`config.mk`:
```
export PLATFORM = sky130hd
export DESIGN_NAME = bstk_mem
export DESIGN_NICKNAME = d
export VERILOG_FILES = /design/src/bstk_pkg.sv /design/src/bstk_mem.sv
export SDC_FILE = /design/constraint.sdc
export NUM_CORES = 2
export LEC_CHECK = 0
export ABC_CLOCK_PERIOD_IN_PS = 7510
export BUFFER_PORTS_ARGS = -buffer_cell sky130_fd_sc_hd__buf_2
export CORE_UTILIZATION = 30
export CTS_CLUSTER_SIZE = 20
export DETAILED_ROUTE_END_ITERATION = 6
export SETUP_SLACK_MARGIN = 0.1
export SYNTH_ARGS = -nofsm -noshare
export SYNTH_HDL_FRONTEND = slang
export SYNTH_SLANG_ARGS = --single-unit
```
`constraint.sdc`:
```
create_clock -name clk -period 7.51 [get_ports clk]
set_input_delay 1.1265 -clock clk [delete_from_list [all_inputs] [get_ports clk]]
set_output_delay 1.1265 -clock clk [all_outputs]
set_load 0.02 [all_outputs]
```
`src/bstk_pkg.sv`:
```
// Shared codes, widths and types for the bounded stack.
`default_nettype none

package bstk_pkg;

    // Build defaults
    localparam int DEPTH_DEF      = 64;
    localparam int VALUE_BITS_DEF = 64;

    // Fixed field widths
    localparam int MODE_BITS   = 3;
    localparam int FLAG_BITS   = 2;
    localparam int STATUS_BITS = 2;
    localparam int COUNT_BITS  = 7;
    localparam int PORT_BITS   = 64;

    localparam logic [COUNT_BITS-1:0] CAP_RESET = 7'd64;

    // Request kinds
    localparam logic [MODE_BITS-1:0] MODE_PUSH_CHK = 3'd0;
    localparam logic [MODE_BITS-1:0] MODE_PUSH     = 3'd1;
    localparam logic [MODE_BITS-1:0] MODE_POP      = 3'd2;
    localparam logic [MODE_BITS-1:0] MODE_PEEK     = 3'd3;
    localparam logic [MODE_BITS-1:0] MODE_DROP     = 3'd4;

    // Push flags
    localparam logic [FLAG_BITS-1:0] FLAG_ANY   = 2'd0;
    localparam logic [FLAG_BITS-1:0] FLAG_EXIST = 2'd2;

    // Result status
    localparam logic [STATUS_BITS-1:0] ST_OK      = 2'd0;
    localparam logic [STATUS_BITS-1:0] ST_EMPTY   = 2'd1;
    localparam logic [STATUS_BITS-1:0] ST_FULL    = 2'd2;
    localparam logic [STATUS_BITS-1:0] ST_INVALID = 2'd3;

    // Storage access for one word
    typedef struct packed {
        logic wr;   // push writes the new top slot
        logic rd;   // pop/peek read the top slot
    } bstk_op_t;

endpackage

`default_nettype wire

```
`src/bstk_mem.sv`:
```
// Entry storage: one write port, one registered read port that returns zero on a non-reading request.
`default_nettype none

module bstk_mem #(
    parameter int DEPTH      = bstk_pkg::DEPTH_DEF,
    parameter int VALUE_BITS = bstk_pkg::VALUE_BITS_DEF
) (
    input  wire logic                     clk,
    input  wire logic                     go,
    input  wire bstk_pkg::bstk_op_t       op,
    input  wire logic [$clog2(DEPTH)-1:0] addr,
    input  wire logic [VALUE_BITS-1:0]    wdata,
    output logic      [VALUE_BITS-1:0]    rdata
);

    logic [VALUE_BITS-1:0] mem [DEPTH];
    logic [VALUE_BITS-1:0] rdata_reg;

    always_ff @(posedge clk)
    begin
        if (go && op.wr)
        begin
            mem[addr] <= wdata;
        end
    end

    // read register doubles as the result's value field
    always_ff @(posedge clk)
    begin
        if (go)
        begin
            rdata_reg <= op.rd ? mem[addr] : '0;
        end
    end

    assign rdata = rdata_reg;

endmodule

`default_nettype wire

```
Word-level counts from Yosys, hierarchy flattened --
Memories as Yosys holds them, arrays and structs flattened. A register that Yosys moved wholly into a read port is not among the register bits. Cells that the tools add are included.
Storage, ports and cells: register bits 0, memory bits (writable) 4096, bits of input ports 74, output and inout bits 64, logic and storage cells 5, memories 1
Operators by class: mux-type cells 2, reductions and logical operators 2
Memory list:
- mem | depth 64, bits a word 64, read ports 1, clocked after memory_dff 1, write ports 1, line bstk_mem.sv:16 | logic [VALUE_BITS-1:0] mem [DEPTH];
Operators with widths (count):
- 1-bit 2-to-1 mux | 2
- 1-bit logical AND | 1
- 1-bit zero test | 1

Logic depth before layout (Yosys ltp) --
depth after elaboration 3, mapped depth 11, mapped depth without buffers 6

Least setup slack after synthesis --
Ideal clock, no wire load.
path type input to register, from in addr[2], to mem mem[15][0] (netlist name), enable pin, library setup time 0.487 ns, data arrival time 5.073 ns, required time 7.023 ns, slack 1.950 ns, stages on the path 7, path buffers 3, path through buf_4 > inv_2 > nor2_1 > clkbuf_1 > buf_1 > nand2_1 > nor2_1
RTL lines:
- start: declaration | line bstk_mem.sv:11 | input wire logic [$clog2(DEPTH)-1:0] addr,
- end: declaration | line bstk_mem.sv:16
No word-level cell before the write port.

==> impl_metrics.yaml <==
status:
  run_status: "complete, no violations"
sta:
  fin_crit_ns: 4.369
  part_of_the_cycle_the_worst_path_needs: 0.5817
  tns_ns: 0
  setup_viol_count_final: 0
  max_slew.worst_pin.slew_ns: 1.424
  maxSlewViolCount: 0
  rsz_0062_raised_after_global_routing: "false"
  max-slew-margin-rel: 0.05039
  fmax_mhz: 228.9
  timing_hold_violations_final: 0
  worst_clock_skew_ns: 0.04762
clocking:
  post_cts_setup_buffers: 0
  clk-insertion-delay-late_ns: 0.96
  cts_made_buffers: 380
  clock-root-buffer: "sky130_fd_sc_hd__clkbuf_16"
  clkSinkCount: 4160
  cts_htree_levels: 5
  cts_tree: "done"
  ctsHoldBuffers: 0
  cts.repair.resized: 0
  cts_buffer_depth: 4
  worst_setup_hold_path_clk_slew_ns: 0.07
final_layout:
  fillers: 48380
  design.final.nets: 8709
  drive_above_1_share: 0.1442
  largest_reg_flops: 4096
  layoutNonFillerInstCount: 15870
  syn_to_final_growth_pct: 14.02
setup_path:
  reg2reg_depth: 5
  worst_setup_path_start_kind: "input pin"
  timing.critical_path.slowest_cell_delay_ns: 1.00
  worst_ep_required_time_ns: 8.32
  crit_fanout: 90
  endpoint_of_the_worst_slack_reg_to_reg_timing_path: "rdata[31]"
  arrival_ns: 5.17
  critical_path.endpoint_type: "flip-flop"
  ff2ff_setup_slack_ns: 4.91
  worstSetupPathType: "input pin to flip-flop"
  cp_slowest_cell: "sky130_fd_sc_hd__o21ai_0"
  critical_path.reg2reg.startpoint: "mem[50][31]"
  crit_path_cell_trace: "buf_8, buf_4, buf_12, mux2i_1, o21ai_0, a22oi_1, nor2_1, o41a_1"
route:
  detail_route.vias_per_cell: 5.711
  number_of_remaining_drc_errors: 0
  detail_route.wl_per_cell_um: 31.81
  drt-total-wl_mm: 504.7
  drtAntennaViolNets: 0
  drtPass1Iterations: 6
  routed-via-count: 90620
  drt_iter0_drc: 13320
grt:
  gr-usage-all-layers: 0.1856
  gr-total-overflow: 0
  wire_length_of_the_first_global_routing_pass_mm: 694.2
  first_global_vias: 87220
  grt_max_degree: 131
  antenna_found_initial: 67
pwr:
  switching_share: 0.2201
  part_of_the_power_in_the_clock_network: 0.405
  power_per_cell_area_nw_per_um2: 265.0
  p_int_mw: 36.85
  power.total_mw: 47.24
  leakage_nw: 54.50
  vdd_drop_max_uv: 224.7
  combinationalPowerShare: 0.050
  netSwitchingPower_mw: 10.40
  seqPwrFrac: 0.545
logic_synthesis:
  ys_seq_elements: 4160
  synth-edff-count: 4160
  synth_seq_area_share: 0.7990
  ys_dominant_reg_cell: "sky130_fd_sc_hd__edfxtp_1"
  postSynthAreaPerCell_um2: 18.39
  synthesis.yosys.warnings: 0
  synth-async-reset-ratio: 0
  mappedNetlistNets: 8578
  synthDistinctLibCells: 49
  synthesis.instances: 8504
  total_standard_cell_area_after_synthesis_um2: 156400
die:
  design.die.area_um2: 524100
  initial_cell_density_of_the_core: 0.3019
  pin_count: 138
  core_region_area_um2: 517900
  die_height_um: 723.9
  dieWidth_um: 723.9
  core.rowCount: 264
hold_path:
  hold_crit_start: "op[0]"
  hold_path_end: "rdata[34]"
  whs_path_depth: 2
  hold_path.class: "input pin to flip-flop"
placed_design:
  dp.final_hpwl_mm: 268.1
  numPlacedInstances: 15170
  place_congestion: 0.8252
  io_buffers: 137
flow_run:
  cap_viol_max_count: 0
-- cell usage after synthesis (2+ instances only) --
| library cell | count | area, um^2 |
|---|---|---|
| sky130_fd_sc_hd__o21ai_0 | 294 | 1471 |
| sky130_fd_sc_hd__o221ai_1 | 8 | 70.07 |
| sky130_fd_sc_hd__nor3_1 | 50 | 250.2 |
| sky130_fd_sc_hd__nand3_1 | 31 | 155.2 |
| sky130_fd_sc_hd__and2_1 | 3 | 18.77 |
| sky130_fd_sc_hd__mux2_1 | 3 | 33.78 |
| sky130_fd_sc_hd__nand3b_1 | 2 | 15.01 |
| sky130_fd_sc_hd__nor2_1 | 290 | 1089 |
| sky130_fd_sc_hd__a22o_1 | 154 | 1349 |
| sky130_fd_sc_hd__clkbuf_1 | 418 | 1569 |
| sky130_fd_sc_hd__a41o_1 | 56 | 560.5 |
| sky130_fd_sc_hd__and3b_1 | 30 | 262.8 |
| sky130_fd_sc_hd__inv_2 | 3 | 11.26 |
| sky130_fd_sc_hd__nand4_1 | 62 | 387.9 |
| sky130_fd_sc_hd__mux2i_1 | 357 | 3573 |
| sky130_fd_sc_hd__a221o_1 | 90 | 900.9 |
| sky130_fd_sc_hd__nor2b_1 | 6 | 37.54 |
| sky130_fd_sc_hd__a22oi_1 | 603 | 4527 |
| sky130_fd_sc_hd__a31oi_1 | 57 | 356.6 |
| sky130_fd_sc_hd__buf_4 | 17 | 127.6 |
| sky130_fd_sc_hd__buf_6 | 10 | 112.6 |
| sky130_fd_sc_hd__nand2_1 | 192 | 720.7 |
| sky130_fd_sc_hd__o32ai_1 | 2 | 17.52 |
| sky130_fd_sc_hd__nand2b_1 | 4 | 25.02 |
| sky130_fd_sc_hd__nor3b_1 | 2 | 15.01 |
| sky130_fd_sc_hd__a21oi_1 | 293 | 1466 |
| sky130_fd_sc_hd__o211ai_1 | 29 | 217.7 |
| sky130_fd_sc_hd__or2_2 | 2 | 12.51 |
| sky130_fd_sc_hd__edfxtp_1 | 4160 | 124900 |
| sky130_fd_sc_hd__o22ai_1 | 165 | 1032 |
| sky130_fd_sc_hd__o31a_1 | 31 | 271.5 |
| sky130_fd_sc_hd__a311oi_1 | 58 | 508.0 |
| sky130_fd_sc_hd__mux2_2 | 170 | 1914 |
| sky130_fd_sc_hd__a221oi_1 | 471 | 4125 |
| sky130_fd_sc_hd__or3_1 | 5 | 31.28 |
| sky130_fd_sc_hd__buf_1 | 52 | 195.2 |
| sky130_fd_sc_hd__a211oi_1 | 30 | 225.2 |
| sky130_fd_sc_hd__buf_2 | 133 | 665.6 |
| sky130_fd_sc_hd__mux4_2 | 119 | 2680 |
| sky130_fd_sc_hd__o41a_1 | 33 | 371.6 |
-- worst max path at each step --
stage                        from          to  slack (ns)  depth (start not counted)
after global routing      addr[1]   rdata[31]        2.88                          8
after detailed placement  addr[1]   rdata[31]        2.35                          8
after floorplan           addr[2]  mem[15][0]        1.95                          7
final                     addr[1]   rdata[31]        3.14                          8
after CTS                 addr[1]   rdata[31]        3.37                          8
after global placement    addr[1]   rdata[31]        2.38                          8
-- final cells by class --
cell class                 count  area [um^2]  area share
clock buffer                 456         9901     0.05554
sequential                  4160       124900      0.7007
timing repair buffer         379         3243     0.01819
tap                         6916         8653     0.04854
multi-input combinational   3710        29440      0.1652
inverter                       4        30.03   0.0001684
antenna                       19        47.55   0.0002667
clock inverter               223         2038     0.01143
-- metrics by stage --
step	instance area (um^2)	worst slack, ns	hold slack (ns)	utilization
2_1_floorplan	156400	1.950	0.7085	-
3_3_place_gp	166300	2.376	0.7840	0.3211
3_5_place_dp	166300	2.354	0.8037	0.3211
4_1_cts	178200	3.367	0.4925	0.3441
5_1_grt	178200	2.876	0.5196	0.3441
6_report	178300	3.141	0.5520	0.3442
-- kinds of logic after synthesis --
logic type | count (synthesis) | share of synthesized area
buffers and inverters | 634 | 0.01717
AOI/OAI and AO/OA | 2379 | 0.1120
and+or+nand+nor | 682 | 0.01944
DFF | 4160 | 0.7990
muxes | 649 | 0.05246
-- worst max-delay path: cells and delay by family --
kind | cells | cell delay (ns)
compound gates | 3 | 1.57
mux | 1 | 0.16
simple gates | 1 | 0.52
buf+inv | 3 | 1.45
-- metal layers --
metal,global-route usage,up-vias,share of wire
li1,-,35960,-
met2,0.2837,6240,0.45
met1,0.2566,47350,0.39
met5,0,-,0.00056
met4,0.06565,18,0.040
met3,0.04655,1054,0.12
-- cells in the final DEF, fill, tap and decap left out, types with 11 or more instances in the layout --
cell,instances
sky130_fd_sc_hd__nor2_4,75
sky130_fd_sc_hd__o211ai_1,29
sky130_fd_sc_hd__o31a_1,31
sky130_fd_sc_hd__clkinv_2,70
sky130_fd_sc_hd__bufinv_16,33
sky130_fd_sc_hd__nor2_1,214
sky130_fd_sc_hd__a211oi_1,30
sky130_fd_sc_hd__nand3_1,29
sky130_fd_sc_hd__a22o_1,154
sky130_fd_sc_hd__clkinv_1,90
sky130_fd_sc_hd__nand2_1,187
sky130_fd_sc_hd__nand4_1,62
sky130_fd_sc_hd__clkbuf_16,385
sky130_fd_sc_hd__mux2_2,170
sky130_fd_sc_hd__and3b_1,30
sky130_fd_sc_hd__mux4_2,119
sky130_fd_sc_hd__a221oi_1,471
sky130_fd_sc_hd__a22oi_1,603
sky130_fd_sc_hd__a41o_1,56
sky130_fd_sc_hd__diode_2,19
sky130_fd_sc_hd__a221o_1,90
sky130_fd_sc_hd__buf_2,130
sky130_fd_sc_hd__o21ai_0,294
sky130_fd_sc_hd__o41a_1,33
sky130_fd_sc_hd__a31oi_1,57
sky130_fd_sc_hd__nor3_1,49
sky130_fd_sc_hd__clkinvlp_4,11
sky130_fd_sc_hd__clkbuf_1,71
sky130_fd_sc_hd__a21oi_1,293
sky130_fd_sc_hd__mux2i_1,357
sky130_fd_sc_hd__a311oi_1,58
sky130_fd_sc_hd__o22ai_1,165
sky130_fd_sc_hd__buf_4,190
sky130_fd_sc_hd__buf_12,56
sky130_fd_sc_hd__edfxtp_1,4160
-- power by group through the flow --
stage / logic (mW) / registers [mW] / clock network [mW]
floorplan: 1.15 / 26.2 / 0
global placement: 2.30 / 26.2 / 0
detailed placement: 2.34 / 26.3 / 0
CTS: 2.34 / 25.8 / 19.3
global route: 2.47 / 25.7 / 20.2
finish: 2.37 / 25.8 / 19.1
Note: power is estimated with default switching activity, not from simulation.
