### src/bstk_pkg.sv
// Shared codes, widths and types for the bounded stack.
`default_nettype none

package bstk_pkg;

    // Build defaults
    localparam int DEPTH_DEF      = 64;
    localparam int VALUE_BITS_DEF = 64;

    // Fixed field widths
    localparam int MODE_BITS   = 3;
    localparam int FLAG_BITS   = 2;
    localparam int STATUS_BITS = 2;
    localparam int COUNT_BITS  = 7;
    localparam int PORT_BITS   = 64;

    localparam logic [COUNT_BITS-1:0] CAP_RESET = 7'd64;

    // Request kinds
    localparam logic [MODE_BITS-1:0] MODE_PUSH_CHK = 3'd0;
    localparam logic [MODE_BITS-1:0] MODE_PUSH     = 3'd1;
    localparam logic [MODE_BITS-1:0] MODE_POP      = 3'd2;
    localparam logic [MODE_BITS-1:0] MODE_PEEK     = 3'd3;
    localparam logic [MODE_BITS-1:0] MODE_DROP     = 3'd4;

    // Push flags
    localparam logic [FLAG_BITS-1:0] FLAG_ANY   = 2'd0;
    localparam logic [FLAG_BITS-1:0] FLAG_EXIST = 2'd2;

    // Result status
    localparam logic [STATUS_BITS-1:0] ST_OK      = 2'd0;
    localparam logic [STATUS_BITS-1:0] ST_EMPTY   = 2'd1;
    localparam logic [STATUS_BITS-1:0] ST_FULL    = 2'd2;
    localparam logic [STATUS_BITS-1:0] ST_INVALID = 2'd3;

    // Storage access for one word
    typedef struct packed {
        logic wr;   // push writes the new top slot
        logic rd;   // pop/peek read the top slot
    } bstk_op_t;

endpackage

`default_nettype wire

### src/bstk_ctrl.sv
// Ring pointer, count and capacity: decides each request and its storage access.
`default_nettype none

module bstk_ctrl #(
    parameter int DEPTH = bstk_pkg::DEPTH_DEF
) (
    input  wire logic                                clk,
    input  wire logic                                rst_n,
    input  wire logic                                cfg_we,
    input  wire logic [bstk_pkg::COUNT_BITS-1:0]     cfg_data,
    input  wire logic                                go,
    input  wire logic [bstk_pkg::MODE_BITS-1:0]      mode,
    input  wire logic [bstk_pkg::FLAG_BITS-1:0]      push_flags,
    output logic      [bstk_pkg::STATUS_BITS-1:0]    status,
    output logic      [bstk_pkg::COUNT_BITS-1:0]     entry_count,
    output bstk_pkg::bstk_op_t                       op,
    output logic      [$clog2(DEPTH)-1:0]            addr
);

    localparam int PTR_W  = $clog2(DEPTH);
    localparam int FULL_W = $clog2(DEPTH + 1);
    localparam int CNT_W  = (FULL_W < bstk_pkg::COUNT_BITS) ? FULL_W : bstk_pkg::COUNT_BITS;
    localparam int SUM_W  = $clog2(2 * DEPTH);

    logic [bstk_pkg::COUNT_BITS-1:0] capacity_reg;
    logic [PTR_W-1:0]                bottom_reg;
    logic [PTR_W-1:0]                bottom_next;
    logic [CNT_W-1:0]                count_reg;
    logic [CNT_W-1:0]                count_next;
    logic [CNT_W-1:0]                eff_cap;
    logic [SUM_W-1:0]                push_sum;
    logic [SUM_W-1:0]                top_sum;
    logic [SUM_W-1:0]                bump_sum;
    logic [PTR_W-1:0]                push_slot;
    logic [PTR_W-1:0]                top_slot;
    logic [PTR_W-1:0]                bottom_bump;
    logic                            full;
    logic                            empty;
    logic                            do_push;

    // capacity clamped to 1..DEPTH
    always_comb
    begin
        priority if (capacity_reg == '0)
            eff_cap = CNT_W'(1);
        else if (32'(capacity_reg) > DEPTH)
            eff_cap = CNT_W'(DEPTH);
        else
            eff_cap = CNT_W'(capacity_reg);
    end

    assign full  = (count_reg >= eff_cap);
    assign empty = (count_reg == '0);

    // ring slots: sums stay below 2*DEPTH, so one conditional subtract wraps them
    assign push_sum = SUM_W'(bottom_reg) + SUM_W'(count_reg);
    assign top_sum  = SUM_W'(bottom_reg) + SUM_W'(count_reg - CNT_W'(1));
    assign bump_sum = SUM_W'(bottom_reg) + SUM_W'(1);

    assign push_slot   = PTR_W'((push_sum >= SUM_W'(DEPTH)) ? push_sum - SUM_W'(DEPTH) : push_sum);
    assign top_slot    = PTR_W'((top_sum >= SUM_W'(DEPTH)) ? top_sum - SUM_W'(DEPTH) : top_sum);
    assign bottom_bump = PTR_W'((bump_sum >= SUM_W'(DEPTH)) ? bump_sum - SUM_W'(DEPTH) : bump_sum);

    always_comb
    begin
        status      = bstk_pkg::ST_OK;
        op          = '0;
        addr        = top_slot;
        bottom_next = bottom_reg;
        count_next  = count_reg;
        do_push     = 1'b0;

        unique case (mode)
            bstk_pkg::MODE_PUSH_CHK:
            begin
                if (push_flags != bstk_pkg::FLAG_ANY && push_flags != bstk_pkg::FLAG_EXIST)
                    status = bstk_pkg::ST_INVALID;
                else
                    do_push = 1'b1;
            end
            bstk_pkg::MODE_PUSH:
            begin
                do_push = 1'b1;
            end
            bstk_pkg::MODE_POP, bstk_pkg::MODE_PEEK, bstk_pkg::MODE_DROP:
            begin
                if (empty)
                begin
                    status = bstk_pkg::ST_EMPTY;
                end
                else
                begin
                    op.rd = (mode != bstk_pkg::MODE_DROP);
                    if (mode != bstk_pkg::MODE_PEEK)
                        count_next = count_reg - CNT_W'(1);
                end
            end
            default:
            begin
                status = bstk_pkg::ST_INVALID;
            end
        endcase

        // new top always lands at bottom+count; on eviction the count holds
        if (do_push)
        begin
            addr = push_slot;
            if (full && push_flags != bstk_pkg::FLAG_EXIST)
            begin
                status = bstk_pkg::ST_FULL;
            end
            else
            begin
                op.wr = 1'b1;
                if (full)
                    bottom_next = bottom_bump;
                else
                    count_next = count_reg + CNT_W'(1);
            end
        end
    end

    always_ff @(posedge clk or negedge rst_n)
    begin
        if (!rst_n)
        begin
            capacity_reg <= bstk_pkg::CAP_RESET;
            bottom_reg   <= '0;
            count_reg    <= '0;
        end
        else
        begin
            if (cfg_we)
                capacity_reg <= cfg_data;
            if (go)
            begin
                bottom_reg <= bottom_next;
                count_reg  <= count_next;
            end
        end
    end

    assign entry_count = bstk_pkg::COUNT_BITS'(count_next);

endmodule

`default_nettype wire

### config.mk
export PLATFORM = sky130hd
export DESIGN_NAME = bstk_ctrl
export DESIGN_NICKNAME = d
export VERILOG_FILES = /design/src/bstk_pkg.sv /design/src/bstk_ctrl.sv
export SDC_FILE = /design/constraint.sdc
export NUM_CORES = 1
export LEC_CHECK = 0
export ABC_CLOCK_PERIOD_IN_PS = 3600
export BUFFER_PORTS_ARGS = -buffer_cell sky130_fd_sc_hd__buf_2
export CAP_MARGIN = 10
export CORE_MARGIN = 4
export CORE_UTILIZATION = 47
export CTS_CLUSTER_DIAMETER = 50
export DETAILED_ROUTE_END_ITERATION = 12
export GPL_TIMING_DRIVEN = 0
export PLACE_DENSITY = 0.69
export SLEW_MARGIN = 5
export SYNTH_ARGS = -nofsm -noshare
export SYNTH_HDL_FRONTEND = slang
export SYNTH_SLANG_ARGS = --single-unit
### constraint.sdc
create_clock -name clk -period 3.6 [get_ports clk]
set_input_delay 0 -clock clk [delete_from_list [all_inputs] [get_ports clk]]
set_output_delay 0 -clock clk [all_outputs]
set_load 0.05 [all_outputs]
After elaboration in Yosys (flattened, before gate mapping)
Index checks and enable logic that the tools add are counted.
{ "totals": {"regBits": 20, "in_bits": 16} }
{ "op_classes": {"add_sub_neg": 8, "magnitude_cmp": 5, "eq_ne": 7, "mux": 23, "bitwise": 1, "n_reduce_logical": 8} }
{ "op_table": {"columns": ["cell", "count"], "rows": [
  ["7-bit two-way mux", 8],
  ["6-bit two-way mux", 4],
  ["7-bit >= comparator, second input constant", 3],
  ["6-bit by 1-bit subtractor with 6-bit output, second input constant", 3],
  ["6-bit by 7-bit adder with 7-bit output", 2],
  ["7-bit zero test", 2],
  ["6-bit by 1-bit adder with 7-bit output, second input constant", 1],
  ["7-bit by 1-bit adder with 7-bit output, second input constant", 1],
  ["7-bit >= comparator", 1],
  ["7-bit greater-than comparator, second input constant", 1],
  ["7-bit by 1-bit subtractor with 7-bit output, second input constant", 1],
  ["3-bit by 2-bit equality test with 1-bit output, second input constant", 2],
  ["1-bit two-way mux", 6],
  ["2-bit two-way mux", 3],
  ["2-bit case mux with 3 select lines", 1],
  ["4-bit AND reduction", 1],
  ["3-bit by 1-bit equality test with 1-bit output, second input constant", 1],
  ["3-bit equality test, second input constant", 1],
  ["3-bit zero test", 1],
  ["3-bit by 2-bit inequality test with 1-bit output, second input constant", 1],
  ["3-bit inequality test, second input constant", 1],
  ["3-bit OR reduction", 1],
  ["1-bit logical AND", 2],
  ["2-bit inequality test, second input constant", 1],
  ["other kinds (3)", 3]
]} }

Logic depth before layout (Yosys ltp)
{ "depth": {"word_depth": 7, "mapped_depth": 12, "mapped_depth_nobuf": 10} }

Least setup slack after synthesis
No wires, ideal clock.
{ "synth_timing": {"path_kind": "register -> output", "from": "reg count_reg[0]", "to": "out addr[5]", "arrival_ps": 2821, "t_required_ps": 3600, "path_slack_ps": 779, "stages_incl_launch_ff": 11, "n_path_buf": 1, "cell_sequence": "dfrtp_1 -> buf_2 -> inv_1 -> ha_1 -> nand2_1 -> a21boi_0 -> ha_1 -> a21o_1 -> a21oi_1 -> o21ai_0 -> xnor2_1"} }
{ "synth_via": {"elab_chain_len": 5, "elab_cells_between_ends": 10, "cone_classes": "add/sub (5); order compare (2); mux (3)"} }
{ "synth_lines": {"columns": ["element", "line_no", "text"], "rows": [
  ["start, declared", "bstk_ctrl.sv:28", "logic [CNT_W-1:0] count_reg;"],
  ["start signal, assigned", "bstk_ctrl.sv:138", "count_reg <= count_next;"],
  ["7-bit by 1-bit subtractor with 7-bit output", "bstk_ctrl.sv:57", "assign top_sum = SUM_W'(bottom_reg) + SUM_W'(count_reg - CNT_W'(1));"],
  ["6-bit by 7-bit adder with 7-bit output", "bstk_ctrl.sv:57", null],
  ["6-bit by 1-bit subtractor with 6-bit output or 7-bit >= comparator (tied branches)", "bstk_ctrl.sv:61", "assign top_slot = PTR_W'((top_sum >= SUM_W'(DEPTH)) ? top_sum - SUM_W'(DEPTH) : top_sum);"],
  ["6-bit two-way mux", "bstk_ctrl.sv:61", null],
  ["6-bit two-way mux (*)", "bstk_ctrl.sv:105", "if (do_push)"],
  ["end, declared", "bstk_ctrl.sv:17", "output logic [$clog2(DEPTH)-1:0] addr"]
]} }
Mark *: on every way between the ends. The rest lies on a longest branch, timed or not.

Worst setup path in the final report
Same ends and word-level chain as after synthesis.

==> run_results.csv <==
group,metric,value,unit
status,status,"finished clean",
sta,fin_ws,664,ps
pwr,p_per_area,876,nW/um2
clocking,clk_transition_reported_paths,80,ps
min_path,hp-start,"cfg_we",
job,drv_cap,0,
logic_synthesis,synth_top_cells_by_area,"dfrtp_1 25%, ha_1 10%, xnor2_1 6.8%",
cells_and_area,nNetsFinal,299,
cells_and_area,utilization,0.575,
routing,wl_per_cell,14.3,um
logic_synthesis,ys_async_sr_fraction,1.00,
logic_synthesis,syn-instance-count,224,
clocking,ctsHtreeMaxLevel,1,
die,io_pins,33,
logic_synthesis,yosysWarnings,0,
clocking,cts_hold_buf,8,
pwr,p_sw,1.14,mW
clocking,cts_sinks,20,
clocking,cts_made_buffers,3,
logic_synthesis,netlist_area,1940,um2
logic_synthesis,yosys.area.top_type,"dfrtp_1",
logic_synthesis,synth_edf_count,0,
sta,rsz0062_at_grt,"false",
worst_setup_path,startpoint_type,"register",
pwr,p_leak,1.04,nW
sta,setup_viol,0,
logic_synthesis,synth_ff_type,"dfrtp_1",
logic_synthesis,syn-num-nets,257,
logic_synthesis,yosysSeqAreaShare,0.259,
worst_setup_path,crit_required,3600,ps
global_routing,grt_max_degree,21,
sta,max_freq,341,MHz
pwr,ir_drop,0.498,mV
placement,gp_congestion,0.833,
sta,fin_crit_sh,0.816,
cells_and_area,mostFrequentLayoutCells,"35 x buf_2, 19 x nand2_1, 19 x dfrtp_1, 16 x ha_1",
global_routing,antenna_found_initial,0,
global_routing,grt_pass1_vias,1648,
routing,num_vias,1742,
cells_and_area,syn_to_final_growth,18.5,%
sta,layout_min_cycle_time,2940,ps
clocking,cts_resized,0,
routing,drc_errors,0,
sta,maxSlewHeadroom,0.668,
pwr,power.clock.fraction,0.112,
sta,tns,0,ps
die,start_util,0.485,
pwr,p_comb_frac,0.714,
logic_synthesis,synth.top_cell.area_share,0.245,
worst_setup_path,cp.arrival,2940,ps
die,die_area,5220,um2
worst_setup_path,r2r-start,"capacity_reg[6]",
placement,dp_hpwl,3440,um
routing,wl_met2,2180,um
placement,dpl_worst_slack,950,ps
routing,topRoutingLayerUsed,"met4",
sta,worst_pin_slew,496,ps
clocking,cts_root_buffer,"clkbuf_8",
cells_and_area,layout_commonest_cell,"buf_2",
worst_setup_path,critical_path_class,"reg2out",
global_routing,grt_pass1_wl,7670,um
logic_synthesis,avgSynthCellArea,8.66,um2
routing,drtAntennaViolNets,0,
global_routing,grt_use_total,0.184,
placement,port-buffer-count,29,
pwr,p_seq_frac,0.174,
clocking,post-cts-setup-buffers,0,
die,coreArea,4000,um2
pwr,internal-power,0.873,mW
clocking,clock_latency,260,ps
routing,wl_met1,2050,um
pwr,netSwitchingFraction,0.566,
routing,drt_iter0_drc,148,
sta,finalHoldViolations,0,
cells_and_area,nFillCells,377,
routing,firstDrtPassIters,4,
cells_and_area,n_antenna_cell,0,
die,num_rows,23,
worst_setup_path,startpoint,"count_reg[0]",
cells_and_area,fin_cells,315,
min_path,hold_class,"in2reg",
global_routing,overflow,0,
clocking,cts_tree,"built",
sta,maxSlewViolCount,0,
cells_and_area,drive_gt1_frac,0.223,
logic_synthesis,synth.distinct_cells,55,
routing,met3_length,215,um
routing,routed_via_density,5.53,
die,die_w,72.3,um
die,chipHeight,72.3,um
worst_setup_path,path_max_fanout,9,
sta,fin_skew,4.40,ps
clocking,cts_buffer_depth,2,
placement,numPlacedInstances,303,
worst_setup_path,end_kind,"primary output",
routing,wirelength,4490,um
logic_synthesis,synth-seq-cells,20,
[per-stage QoR]
step	hold WS (ps)	area, um2	power [mW]
2_1_floorplan	-296	1940	1.50
3_3_place_gp	-21.3	2150	1.77
3_5_place_dp	-21.6	2150	1.79
4_1_cts	81.5	2300	2.03
5_1_grt	108	2300	2.17
6_report	85.6	2300	2.01
[layout make-up]
class	instances	area (um2)	area share
plain buffers	11	63.8	0.0277
clock buffers	3	41.3	0.0180
clock inverters	1	30.0	0.0131
inverters	15	56.3	0.0245
multi-input cells	178	1320	0.573
flip-flops and latches	20	502	0.218
well taps	50	62.6	0.0272
repair buffers	37	225	0.0979
[cells by family (layout without fill, tap and decap cells)]
family,count (synthesis),after routing,synth area share
AND/OR/NAND/NOR,66,66,0.178
flip-flops,20,20,0.259
multiplexers,10,10,0.0561
buffers and inverters,26,67,0.0619
adder cells (fa/ha/maj),17,17,0.113
XOR/XNOR,22,22,0.0993
AO/OA/AOI/OAI,63,63,0.233
[layer usage]
layer,vias to the layer above,global-route usage
met2,47,0.312
li1,888,-
met4,0,0.0564
met3,4,0.0111
met1,803,0.251
met5,-,0
[path summary, 6_finish.rpt]
path | slack (ps) | depth (start not counted) | endpoint
hold reg to reg | 490 | 1 | bottom_reg[5]
hold / removal | 90 | 3 | capacity_reg[6]
setup / recovery | 660 | 11 | addr[5]
min in group asynchronous | 220 | 2 | capacity_reg[1]
max in group asynchronous | 3040 | 2 | capacity_reg[6]
setup reg to reg | 1000 | 9 | count_reg[5]
[worst max-delay path: stages, from the launching register on]
cell	delay [ps]
dfrtp_1	350
buf_2	210
inv_1	130
ha_1	400
nand2_1	80
a21boi_0	240
ha_1	280
a21o_1	170
a21oi_1	230
o21ai_0	150
xnor2_1	160
buf_2	280
[power groups by stage]
stage	Combinational (mW)	Clock, mW	Sequential [mW]
after floorplan	1.17	0	0.330
after global placement	1.42	0	0.353
after detailed placement	1.44	0	0.355
after CTS	1.45	0.230	0.350
after global routing	1.57	0.240	0.362
final	1.44	0.225	0.351
[synth_stat cells (all sizes together), types with 7 or more instances]
library cell,number
a211oi,7
a21oi,17
buf,9
dfrtp,19
ha,16
inv,15
mux2,7
nand2,19
nor2,14
o21ai,14
xnor2,15
xor2,7
Power figures use the tool's default switching activity.
